[config.mk]
export PLATFORM = sky130hd
export DESIGN_NAME = display_write_delta_encoder_unit
export DESIGN_NICKNAME = d
export VERILOG_FILES = /design/src/design/dwde_pkg.sv /design/src/design/dwde_front.sv /design/src/design/dwde_cmd_fifo.sv /design/src/design/dwde_back.sv /design/src/design/display_write_delta_encoder_unit.sv
export VERILOG_INCLUDE_DIRS = /design/src /design/src/design
export SDC_FILE = /design/constraint.sdc
export NUM_CORES = 1
export LEC_CHECK = 0
export BUFFER_PORTS_ARGS = -buffer_cell sky130_fd_sc_hd__buf_2
export CORE_UTILIZATION = 60
export CTS_CLUSTER_DIAMETER = 40
export CTS_CLUSTER_SIZE = 20
export DETAILED_ROUTE_END_ITERATION = 8
export GPL_TIMING_DRIVEN = 0
export PLACE_DENSITY = 0.76
export SLEW_MARGIN = 0
export SYNTH_ARGS = -nofsm -noshare
export SYNTH_HDL_FRONTEND = slang
export SYNTH_HIERARCHICAL = 1
export SYNTH_SLANG_ARGS = --single-unit
[constraint.sdc]
create_clock -name clk_i -period 13.5 [get_ports clk_i]
set_clock_uncertainty 0.05 [all_clocks]
set_input_delay 0.675 -clock clk_i [delete_from_list [all_inputs] [get_ports clk_i]]
set_output_delay 0.675 -clock clk_i [all_outputs]
set_load 0.005 [all_outputs]
[src/design/display_write_delta_encoder_unit_defines.svh]
// Assertion macros shared by the display write delta encoder.
`ifndef DISPLAY_WRITE_DELTA_ENCODER_UNIT_DEFINES_SVH
`define DISPLAY_WRITE_DELTA_ENCODER_UNIT_DEFINES_SVH

// Implication checked on every rising edge of clk_i outside reset.
`define DWDE_ASSERT_IMP(lbl, ante, cons, msg) \
  lbl: assert property (@(posedge clk_i) disable iff (!rst_ni) (ante) |-> (cons)) \
    else $error(msg);

// Condition that must never be true outside reset.
`define DWDE_ASSERT_NEVER(lbl, cond, msg) \
  lbl: assert property (@(posedge clk_i) disable iff (!rst_ni) !(cond)) \
    else $error(msg);

`endif

[src/design/dwde_pkg.sv]
// Types, constants and character lookup for the display write delta encoder.
`timescale 1ns / 1ps

package dwde_pkg;

  // Display memory base and row pitch.
  localparam logic [15:0] OffsetBase = 16'h4000;
  localparam logic [16:0] RowStep    = 17'h00020;

  // Command queue between classifier and serializer.
  localparam int unsigned CmdDepth = 2;
  localparam int unsigned CmdPtrW  = (CmdDepth > 1) ? $clog2(CmdDepth) : 1;
  localparam int unsigned CmdCntW  = $clog2(CmdDepth + 1);

  // ASCII codes used by the line format.
  localparam logic [7:0] ChFull    = 8'h21; // '!'
  localparam logic [7:0] ChData    = 8'h24; // '$'
  localparam logic [7:0] ChOff     = 8'h25; // '%'
  localparam logic [7:0] ChInc     = 8'h26; // '&'
  localparam logic [7:0] ChRow     = 8'h3D; // '='
  localparam logic [7:0] ChNewline = 8'h0A;
  localparam logic [7:0] ChZero    = 8'h30;
  localparam logic [7:0] ChUpperA  = 8'h41;

  // Line kinds chosen by the classifier.
  typedef enum logic [2:0] {
    KIND_FULL,
    KIND_INC,
    KIND_ROW,
    KIND_OFF,
    KIND_DATA
  } line_kind_e;

  typedef struct packed {
    logic [15:0] write_address;
    logic [15:0] write_data;
  } in_item_t;

  typedef struct packed {
    logic [7:0] out_char;
    logic       last_char;
  } out_item_t;

  typedef struct packed {
    line_kind_e  kind;
    logic [15:0] offset;
    logic [15:0] data;
  } cmd_t;

  typedef struct packed {
    logic               full;
    logic               empty;
    logic [CmdCntW-1:0] count;
  } fifo_stat_t;

  typedef struct packed {
    logic cmd_push;
    logic enable;
  } front_stat_t;

  typedef struct packed {
    logic busy;
    logic out_valid;
  } back_stat_t;

  // Upper-case hex digit.
  function automatic logic [7:0] hex_ascii(input logic [3:0] nib);
    logic [7:0] ch;
    if (nib <= 4'd9) begin
      ch = ChZero + {4'd0, nib};
    end else begin
      ch = ChUpperA + {4'd0, nib} - 8'd10;
    end
    return ch;
  endfunction

  // Nibble of a word for digit positions one to four, most significant first.
  function automatic logic [3:0] word_nibble(input logic [15:0] w, input logic [3:0] pos);
    logic [3:0] nib;
    unique case (pos)
      4'd1:    nib = w[15:12];
      4'd2:    nib = w[11:8];
      4'd3:    nib = w[7:4];
      default: nib = w[3:0];
    endcase
    return nib;
  endfunction

  // Character at position idx of the line for a command.
  function automatic out_item_t line_char(input cmd_t cmd, input logic [3:0] idx);
    out_item_t o;
    o.out_char  = ChNewline;
    o.last_char = 1'b1;
    unique case (cmd.kind)
      KIND_FULL: begin
        if (idx == 4'd0) begin
          o = '{out_char: ChFull, last_char: 1'b0};
        end else if (idx <= 4'd4) begin
          o = '{out_char: hex_ascii(word_nibble(cmd.offset, idx)), last_char: 1'b0};
        end else if (idx <= 4'd8) begin
          o = '{out_char: hex_ascii(word_nibble(cmd.data, idx - 4'd4)), last_char: 1'b0};
        end
      end
      KIND_INC: begin
        if (idx == 4'd0) o = '{out_char: ChInc, last_char: 1'b0};
      end
      KIND_ROW: begin
        if (idx == 4'd0) o = '{out_char: ChRow, last_char: 1'b0};
      end
      KIND_OFF: begin
        if (idx == 4'd0) begin
          o = '{out_char: ChOff, last_char: 1'b0};
        end else if (idx <= 4'd4) begin
          o = '{out_char: hex_ascii(word_nibble(cmd.offset, idx)), last_char: 1'b0};
        end
      end
      KIND_DATA: begin
        if (idx == 4'd0) begin
          o = '{out_char: ChData, last_char: 1'b0};
        end else if (idx <= 4'd4) begin
          o = '{out_char: hex_ascii(word_nibble(cmd.data, idx)), last_char: 1'b0};
        end
      end
      default: begin
        o.out_char  = ChNewline;
        o.last_char = 1'b1;
      end
    endcase
    return o;
  endfunction

endpackage

[src/design/dwde_front.sv]
// Front end: takes display writes, keeps delta state and picks the line kind.
`timescale 1ns / 1ps

module dwde_front import dwde_pkg::*; (
  input  logic        clk_i,
  input  logic        rst_ni,
  input  logic        cfg_we_i,
  input  logic        cfg_wdata_i,
  input  logic        push_i,
  input  in_item_t    item_i,
  input  logic        cmd_full_i,
  output cmd_t        cmd_o,
  output front_stat_t stat_o
);

  logic        enable_q;
  logic [15:0] prev_off_q, prev_off_d;
  logic [15:0] prev_data_q, prev_data_d;
  logic        seen_q, seen_d;

  logic [15:0] offset;
  logic [16:0] prev_inc, prev_row;
  logic        accept, step_inc, step_row, same_data, send_full;

  // Offset and step compares, no wrap on the steps.
  always_comb begin
    offset    = item_i.write_address - OffsetBase;
    prev_inc  = {1'b0, prev_off_q} + 17'd1;
    prev_row  = {1'b0, prev_off_q} + RowStep;
    step_inc  = ({1'b0, offset} == prev_inc);
    step_row  = ({1'b0, offset} == prev_row);
    same_data = (item_i.write_data == prev_data_q);
    send_full = !seen_q || (offset == 16'd0) || (!same_data && !step_inc);
    accept    = push_i && !cmd_full_i;
  end

  // Classification and next state.
  always_comb begin
    cmd_o.offset = offset;
    cmd_o.data   = item_i.write_data;
    prev_off_d   = offset;
    prev_data_d  = prev_data_q;
    seen_d       = seen_q;
    priority if (send_full) begin
      cmd_o.kind  = KIND_FULL;
      prev_data_d = item_i.write_data;
      seen_d      = 1'b1;
    end else if (!same_data) begin
      cmd_o.kind  = KIND_DATA;
      prev_data_d = item_i.write_data;
    end else if (step_inc) begin
      cmd_o.kind = KIND_INC;
    end else if (step_row) begin
      cmd_o.kind = KIND_ROW;
    end else begin
      cmd_o.kind = KIND_OFF;
    end
  end

  assign stat_o.cmd_push = accept && enable_q;
  assign stat_o.enable   = enable_q;

  // Enable register and delta state.
  always_ff @(posedge clk_i or negedge rst_ni) begin
    if (!rst_ni) begin
      enable_q    <= 1'b1;
      prev_off_q  <= '0;
      prev_data_q <= '0;
      seen_q      <= 1'b0;
    end else begin
      if (cfg_we_i) begin
        enable_q <= cfg_wdata_i;
      end
      if (accept && enable_q) begin
        prev_off_q  <= prev_off_d;
        prev_data_q <= prev_data_d;
        seen_q      <= seen_d;
      end
    end
  end

endmodule

[src/design/dwde_cmd_fifo.sv]
// Short command queue between the classifier and the serializer.
`timescale 1ns / 1ps

module dwde_cmd_fifo import dwde_pkg::*; (
  input  logic       clk_i,
  input  logic       rst_ni,
  input  logic       push_i,
  input  cmd_t       wdata_i,
  input  logic       pop_i,
  output cmd_t       rdata_o,
  output fifo_stat_t stat_o
);

  cmd_t               entries_q [CmdDepth];
  logic [CmdPtrW-1:0] wr_ptr_q, rd_ptr_q;
  logic [CmdCntW-1:0] count_q;
  logic               do_push, do_pop;

  assign stat_o.full  = (count_q == CmdCntW'(CmdDepth));
  assign stat_o.empty = (count_q == '0);
  assign stat_o.count = count_q;
  assign do_push      = push_i && !stat_o.full;
  assign do_pop       = pop_i && !stat_o.empty;
  assign rdata_o      = entries_q[rd_ptr_q];

  // Entry storage.
  always_ff @(posedge clk_i) begin
    if (do_push) begin
      entries_q[wr_ptr_q] <= wdata_i;
    end
  end

  // Pointers and fill count.
  always_ff @(posedge clk_i or negedge rst_ni) begin
    if (!rst_ni) begin
      wr_ptr_q <= '0;
      rd_ptr_q <= '0;
      count_q  <= '0;
    end else begin
      if (do_push) begin
        wr_ptr_q <= (wr_ptr_q == CmdPtrW'(CmdDepth - 1)) ? '0 : wr_ptr_q + 1'b1;
      end
      if (do_pop) begin
        rd_ptr_q <= (rd_ptr_q == CmdPtrW'(CmdDepth - 1)) ? '0 : rd_ptr_q + 1'b1;
      end
      unique case ({do_push, do_pop})
        2'b10:   count_q <= count_q + 1'b1;
        2'b01:   count_q <= count_q - 1'b1;
        default: count_q <= count_q;
      endcase
    end
  end

endmodule

[src/design/dwde_back.sv]
// Back end: walks a command one character per cycle into the output register, while that register is free or popped.
`timescale 1ns / 1ps

module dwde_back import dwde_pkg::*; (
  input  logic       clk_i,
  input  logic       rst_ni,
  input  cmd_t       cmd_i,
  input  logic       cmd_empty_i,
  output logic       cmd_pop_o,
  output out_item_t  out_o,
  output logic       empty_o,
  input  logic       pop_i,
  output back_stat_t stat_o
);

  cmd_t       cmd_q;
  logic [3:0] idx_q;
  logic       busy_q;
  logic       out_valid_q;
  out_item_t  out_q;
  out_item_t  cur;
  logic       advance, done;

  // Current character and handshake with the output register.
  always_comb begin
    cur       = line_char(cmd_q, idx_q);
    advance   = busy_q && (!out_valid_q || pop_i);
    done      = advance && cur.last_char;
    cmd_pop_o = !cmd_empty_i && (!busy_q || done);
  end

  assign out_o            = out_q;
  assign empty_o          = !out_valid_q;
  assign stat_o.busy      = busy_q;
  assign stat_o.out_valid = out_valid_q;

  // Command register and character payload.
  always_ff @(posedge clk_i) begin
    if (cmd_pop_o) begin
      cmd_q <= cmd_i;
    end
    if (advance) begin
      out_q <= cur;
    end
  end

  // Serializer control.
  always_ff @(posedge clk_i or negedge rst_ni) begin
    if (!rst_ni) begin
      busy_q      <= 1'b0;
      idx_q       <= '0;
      out_valid_q <= 1'b0;
    end else begin
      if (cmd_pop_o) begin
        busy_q <= 1'b1;
        idx_q  <= '0;
      end else if (done) begin
        busy_q <= 1'b0;
      end else if (advance) begin
        idx_q <= idx_q + 4'd1;
      end
      if (advance) begin
        out_valid_q <= 1'b1;
      end else if (pop_i) begin
        out_valid_q <= 1'b0;
      end
    end
  end

endmodule

[src/design/display_write_delta_encoder_unit.sv]
// Top level of the display write delta encoder.
`timescale 1ns / 1ps

// Each accepted display write becomes one ASCII line of 2, 6 or 10 characters,
// delivered one character per cycle on out_item_o while the consumer pops, last_char
// marking the newline. The front end classifies a write in the cycle it is
// accepted and hands a command to a two-entry queue, so writes are taken while
// the serializer is still busy with an earlier line; sustained throughput is set
// by the serializer. With the serializer idle, the first character reaches the
// result ports through the queue, the command register and the output register.
// With the enable register at 0, writes are consumed without output or state
// change.
`include "display_write_delta_encoder_unit_defines.svh"

module display_write_delta_encoder_unit import dwde_pkg::*; (
  input  logic      clk_i,
  input  logic      rst_ni,
  input  logic      cfg_we_i,
  input  logic      cfg_wdata_i,
  input  logic      push,
  output logic      full,
  input  in_item_t  in_item_i,
  output logic      empty,
  input  logic      pop,
  output out_item_t out_item_o
);

  cmd_t        front_cmd, fifo_cmd;
  front_stat_t front_stat;
  fifo_stat_t  fifo_stat;
  back_stat_t  back_stat;
  logic        fifo_pop;

  assign full = fifo_stat.full;

  // Classifier and delta state.
  dwde_front u_front (
    .clk_i      (clk_i),
    .rst_ni     (rst_ni),
    .cfg_we_i   (cfg_we_i),
    .cfg_wdata_i(cfg_wdata_i),
    .push_i     (push),
    .item_i     (in_item_i),
    .cmd_full_i (fifo_stat.full),
    .cmd_o      (front_cmd),
    .stat_o     (front_stat)
  );

  // Command queue.
  dwde_cmd_fifo u_fifo (
    .clk_i  (clk_i),
    .rst_ni (rst_ni),
    .push_i (front_stat.cmd_push),
    .wdata_i(front_cmd),
    .pop_i  (fifo_pop),
    .rdata_o(fifo_cmd),
    .stat_o (fifo_stat)
  );

  // Character serializer.
  dwde_back u_back (
    .clk_i      (clk_i),
    .rst_ni     (rst_ni),
    .cmd_i      (fifo_cmd),
    .cmd_empty_i(fifo_stat.empty),
    .cmd_pop_o  (fifo_pop),
    .out_o      (out_item_o),
    .empty_o    (empty),
    .pop_i      (pop),
    .stat_o     (back_stat)
  );

  // Checks.
  `DWDE_ASSERT_IMP(a_push_only_enabled, front_stat.cmd_push, front_stat.enable, "command pushed while disabled")
  `DWDE_ASSERT_NEVER(a_no_pop_when_empty, fifo_pop && fifo_stat.empty, "command popped from empty queue")
  `DWDE_ASSERT_NEVER(a_count_in_range, fifo_stat.count > CmdCntW'(CmdDepth), "command queue count out of range")
  `DWDE_ASSERT_IMP(a_line_starts, front_stat.cmd_push && fifo_stat.empty && !back_stat.busy, ##3 !empty, "accepted write produced no character")
  `DWDE_ASSERT_IMP(a_result_held, back_stat.out_valid && !pop, ##1 (!empty && $stable(out_item_o)), "waiting character changed")

endmodule
Yosys cells after proc, flatten, opt, wreduce, memory -nomap -nowiden

Memory sizes are Yosys's and may differ from the RTL's. A register that Yosys moved wholly into a read port is not among the register bits.
Index checks and enable logic that the tools add are counted.
W data, S select, Z words.

Reductions and logical operators: 30
Add/sub/neg operators: 21
$lt $le $gt $ge: 6
Multipliers: 0
Divide/modulo/power cells: 0
Shift-type cells: 0
Eq/ne operators: 18
Multiplexer cells: 46
Bitwise logic cells: 0

Operators by type and width:

| cell                     | count |
|---|---|
| $mux W9                  | 7 |
| $mux W4                  | 14 |
| $pmux W9 S5              | 1 |
| $pmux W4 S3              | 3 |
| $eq A16 B17 Y1           | 2 |
| $add A7 B4 Y8 const A    | 4 |
| $mux W16                 | 2 |
| $mux W8                  | 4 |
| $sub A8 B4 Y8 const B    | 4 |
| $add A6 B4 Y7 const A    | 4 |
| $le A4 B4 Y1 const B     | 5 |
| $add A16 B1 Y17 const B  | 1 |
| $add A16 B6 Y17 const B  | 1 |
| $eq A16 B16 Y1           | 1 |
| $eq A4 B2 Y1 const B     | 4 |
| $logic_not A16 Y1        | 1 |
| $sub A16 B15 Y16 const B | 1 |
| $mux W7                  | 2 |
| $mux W1                  | 9 |
| $mux W3                  | 3 |
| $eq A4 B1 Y1 const B     | 2 |
| $logic_and A1 B1 Y1      | 8 |
| $reduce_bool A2 Y1       | 4 |
| $logic_not A1 Y1         | 7 |
| other kinds (18)         | 27 |

Memories: 1
Bits in read-only memories: 0
Memory bits (writable): 70
Output and inout bits: 11
Logic and storage cells: 134
Latch bits: 0
Input bits: 38
Register bits: 53

Memories:

| memory           | words | width | rd ports | clocked after Yosys merged registers in | write ports | RTL line            | source |
|---|---|---|---|---|---|---|---|
| u_fifo.entries_q | 2     | 35    | 1        | 1                                       | 1           | dwde_cmd_fifo.sv:14 | `cmd_t entries_q [CmdDepth];` |

Depth between registers and ports, before layout

Depth after elaboration: 20
Depth in mapped cells: 15
Depth with buffers taken out: 13

Cells and area by module

The synthesis kept the hierarchy.

Modules (own cells, without submodules):

| module        | seq. area each (sq um) | times used | area an instance (sq um) | cells an instance |
|---|---|---|---|---|
| dwde_cmd_fifo | 2202.1                 | 1          | 2872.8                   | 127 |
| dwde_back     | 1441.4                 | 1          | 2783.9                   | 254 |
| dwde_front    | 852.1                  | 1          | 2631.3                   | 294 |

Worst setup path before layout

OpenSTA, ideal clock, no wires.

Kind: flip-flop to flip-flop
Start point: register u_back.idx_q[0]
End point: register u_fifo.count_q[1]
Period minus slack after synthesis: 4.270 ns
Buffers on the path: 0
Required time: 13.371 ns
Path slack: 9.230 ns
Stages on the path, launching flop included: 12
Library setup time: 0.079 ns
Arrival: 4.141 ns
Path through: dfrtp_1 -> inv_1 -> ha_1 -> nor2b_1 -> a21o_1 -> a21o_1 -> nand3_1 -> a21oi_1 -> nor2b_2 -> ha_1 -> nor2_1 -> xor2_1

Longest elaborated chain between the ends: 11
Elaborated cells between the ends (all ways): 21
Classes of those cells: order compare: 2; eq/ne: 2; mux: 11; reduce/logical: 6

RTL lines:

| what                                              | RTL line                               | source |
|---|---|---|
| start, declared                                   | dwde_back.sv:17                        | `logic [3:0] idx_q;` |
| start signal, assigned                            | dwde_back.sv:60                        | `idx_q <= idx_q + 4'd1;` |
| $le A4 B4 Y1                                      | dwde_pkg.sv:100                        | `end else if (idx <= 4'd8) begin` |
| $mux W9                                           | dwde_pkg.sv:100                        |  |
| $mux W9                                           | dwde_pkg.sv:98                         | `end else if (idx <= 4'd4) begin` |
| $mux W9                                           | dwde_pkg.sv:96                         | `if (idx == 4'd0) begin` |
| $pmux W9 S5 *                                     | dwde_pkg.sv:94                         | `unique case (cmd.kind)` |
| $logic_and A1 B1 Y1 *                             | dwde_back.sv:28                        | `done = advance && cur.last_char;` |
| $logic_or A1 B1 Y1 *                              | dwde_back.sv:29                        | `cmd_pop_o = !cmd_empty_i && (!busy_q \|\| done);` |
| $logic_and A1 B1 Y1 *                             | dwde_back.sv:29                        |  |
| net fifo_pop                                      | display_write_delta_encoder_unit.sv:32 | `logic fifo_pop;` |
| $logic_and A1 B1 Y1 *                             | dwde_cmd_fifo.sv:23                    | `assign do_pop = pop_i && !stat_o.empty;` |
| net u_fifo.do_pop                                 | dwde_cmd_fifo.sv:17                    | `logic do_push, do_pop;` |
| $eq A2 B1 Y1 or $eq A2 B2 Y1 (tied branches)      | dwde_cmd_fifo.sv:46                    | `unique case ({do_push, do_pop})` |
| $pmux W2 S2 or $reduce_bool A2 Y1 (tied branches) | n/a                                    |  |
| end signal, assigned                              | dwde_cmd_fifo.sv:47                    | `2'b10: count_q <= count_q + 1'b1;` |
| end signal, assigned                              | dwde_cmd_fifo.sv:48                    | `2'b01: count_q <= count_q - 1'b1;` |
| end signal, assigned                              | dwde_cmd_fifo.sv:49                    | `default: count_q <= count_q;` |
| end, declared                                     | dwde_cmd_fifo.sv:16                    | `logic [CmdCntW-1:0] count_q;` |

Mark *: on every way through the listed nets, which the timed path passes. The rest lies on a longest branch.
A chain may end at the register's enable or synchronous reset.

Final worst setup path

Start point: register u_back.idx_q[0]
End point: register u_back.out_q (netlist bit u_back/out_o[1]) (data pin)

Longest elaborated chain between the ends: 14
Elaborated cells between the ends (all ways): 53
Classes of those cells: add/sub: 13; order compare: 6; eq/ne: 6; mux: 27; reduce/logical: 1

RTL lines:

| what                                         | RTL line        | source |
|---|---|---|
| $sub A4 B3 Y4                                | dwde_pkg.sv:101 | `o = '{out_char: hex_ascii(word_nibble(cmd.data, idx - 4'd4)), last_char: 1'b0};` |
| $eq A4 B2 Y1 or $eq A4 B1 Y1 (tied branches) | dwde_pkg.sv:80  | `unique case (pos)` |
| $pmux W4 S3                                  | dwde_pkg.sv:80  |  |
| $mux W4                                      | dwde_pkg.sv:100 |  |
| $mux W4                                      | dwde_pkg.sv:98  |  |
| $mux W4                                      | dwde_pkg.sv:96  |  |
| $mux W4                                      | dwde_pkg.sv:94  |  |
| $add A7 B4 Y8                                | dwde_pkg.sv:72  | `ch = ChUpperA + {4'd0, nib} - 8'd10;` |
| $sub A8 B4 Y8                                | dwde_pkg.sv:72  |  |
| $mux W8                                      | dwde_pkg.sv:69  | `if (nib <= 4'd9) begin` |
| $mux W9                                      | dwde_pkg.sv:100 |  |
| $mux W9                                      | dwde_pkg.sv:98  |  |
| $mux W9                                      | dwde_pkg.sv:96  |  |
| $pmux W9 S5 *                                | dwde_pkg.sv:94  |  |
| end signal, assigned                         | dwde_back.sv:43 | `out_q <= cur;` |
| end, declared                                | dwde_back.sv:20 | `out_item_t out_q;` |

Every way passes the cells marked *; elsewhere a longest branch is shown, timed or not. The select of a mux whose other input is x is not followed.

==> out/qor.txt <==
Remaining routing DRC violations: 0
Max_slew headroom: 0.259
Worst slew pin tran: 1.11 ns
Antenna-violating nets left: 0
Tot GR Track Use: 0.267
Hold Crit Class: primary input to register
Syn_nets: 723
Post-route setup TNS: 0 ns
Die area: 14200 sq um
First-pass GRT wire length: 28500 microns
F_max: 260 MHz
Row cnt: 42
Final hold vios: 0
Setup CP Type: register to register
Slowest stage delay, CP: 0.43 ns
Via count: 5451
Die Y: 119 microns
Antenna fix cells: 0
DP Area: 8780 sq um
Yosys warning total: 6
Critical-path cell list: inv_1 > ha_1 > buf_4 > or3_4 > buf_6 > nand2_4 > o2bb2ai_1 > inv_1 > ha_1 > or2_2 > a21o_1 > mux2i_1 > xor2_1 > a32o_1 > a21o_1
Initial Util: 0.619
Final wirelength: 17800 microns
Max cap viols: 0
Min Tclk post-route: 3.84 ns
Crit. End Element: register
Avg WL per Cell: 19.2 microns
Fin nets: 790
Clock Tree Root: clkbuf_16
Mapped Area: 8270 sq um
Tot Pwr: 2.18 mW
H-Tree Depth: 4
Cts hold-fix bufs: 0
Gr ovfl total: 0
P per Cell Area: 234 nW/um^2
R2R setup slack: 9.66 ns
Die span in x: 119 microns
DP HPWL: 13000 microns
Worst R2R End: u_back/out_o[1]$_SDFFCE_PN0P_
Clock Path Buffers: 2
Clock sinks: 157
Drt first-iter violations: 450
Synth-to-Final Area Change: 12.7%
Core area: 13300 sq um
Num CTS Buffers: 17
End of the critical path: u_back/out_o[1]$_SDFFCE_PN0P_
Final Setup Violations: 0
Commonest cells after routing, fill and taps aside: 113 x edfxtp_1, 69 x nand2_1, 51 x buf_2
FF-to-FF path depth: 15
RSZ-0062 raised after global routing: false
Skew-Pair Late Insertion Delay: 0.43 ns
Critical path's slowest cell: dfrtp_1
Slew Limit Fails: 0
CP required: 13.63 ns
CP Depth: 15
Vias in the first global route: 5510
Worst Path Buf+Inv: 4
Worst Path Arrival: 3.98 ns
Design Area, Final: 9310 sq um
Cells after DPL: 896
Static Leakage: 3.63 nW
Antenna violations before repair: 0
Clock Pin Slew Worst Setup and Hold Paths: 0.06 ns
Share of post-route cells with drive strength above 1: 0.246
Status: finished, final reports clean
Final period util: 0.285
Post-CTS sizing: 0
TritonCTS clock tree: yes
Fillers: 971
Startpoint types: register
Drt pass-1 iters: 5
Max IR drop VDD: 0.000124 V
Top Ports: 49
Seq. cell area: 4500 sq um
Vias per cell: 5.87
Routability cong.: 0.939
CP delay by family, top: compound AO/OA/AOI/OAI gates
Cell count after synthesis: 672
Final std cells w/o fill: 928
Commonest non-fill, non-tap cell in the layout: edfxtp_1
Multi-input logic area: 3290 sq um
FF-to-FF Start: u_back/idx_q[0]$_DFFE_PN0P_
Crit path max fanout: 10
Avg Synthesized Cell Area: 12.3 sq um
IO Port Bufs: 46
Crit path from: u_back/idx_q[0]$_DFFE_PN0P_
Largest net degree at the start of global routing: 45
Setup bufs post-CTS: 0
-- power by group --
part           internal (mW)  switching (mW)  total [mW]
logic                  0.413           0.544       0.956
registers              0.708          0.0824       0.791
clock network          0.245           0.184       0.429
total                   1.37           0.810        2.18
-- sequential cells by signal, indices dropped and copies added (netlist names) --
signal / count
u_fifo/rd_ptr_q: 1
u_fifo/entries_q: 70
u_front/enable_q: 1
u_front/prev_off_q: 16
u_back/cmd_q: 35
u_back/busy_q: 1
u_back/idx_q: 4
u_back/out_o: 8
u_fifo/count_q: 2
u_front/seen_q: 1
u_fifo/wr_ptr_q: 1
u_front/prev_data_q: 16
u_back/out_valid_q: 1
-- metal layers --
metal / track usage / share of wire / up-vias
met5: 0 / 0 / -
met4: 0.114 / 0.028 / 0
met3: 0.0493 / 0.048 / 35
met2: 0.446 / 0.50 / 185
met1: 0.343 / 0.43 / 2641
li1: - / - / 2590
-- layout make-up --
class	count	share of cell area
buffer	61	0.0482
clock buffer	23	0.0503
clock inverter	9	0.00645
inverter	13	0.00524
multi-input combinational	441	0.354
sequential	157	0.483
tap	176	0.0236
timing repair buffer	48	0.0298
-- worst min-delay path by stage --
stage                                        from                                 end  slack (ns)  cells past startpoint
6_report                            in_item_i[23]   u_fifo/entries_q[1][23]$_DFFE_PP_        0.38                      1
4_1_cts                             in_item_i[23]   u_fifo/entries_q[1][23]$_DFFE_PP_        0.37                      1
3_5_place_dp   u_front/prev_data_q[8]$_DFFE_PN0P_  u_front/prev_data_q[8]$_DFFE_PN0P_        0.45                      1
2_1_floorplan                              rst_ni           u_back/busy_q$_DFFE_PN0P_        0.33                      0
3_3_place_gp          u_fifo/wr_ptr_q$_DFFE_PN0N_         u_fifo/wr_ptr_q$_DFFE_PN0N_        0.43                      1
5_1_grt                             in_item_i[23]   u_fifo/entries_q[0][23]$_DFFE_PP_        0.38                      1
-- per-stage QoR --
stage / utilization / hold WS, ns / setup WS, ns
finish: 0.698 / 0.384 / 9.66
global route: 0.698 / 0.378 / 9.49
CTS: 0.698 / 0.368 / 9.69
detailed placement: 0.658 / 0.447 / 9.71
global placement: 0.653 / 0.427 / 8.13
floorplan: - / 0.329 / 9.23
No activity file was read; power rests on OpenSTA's default activity.
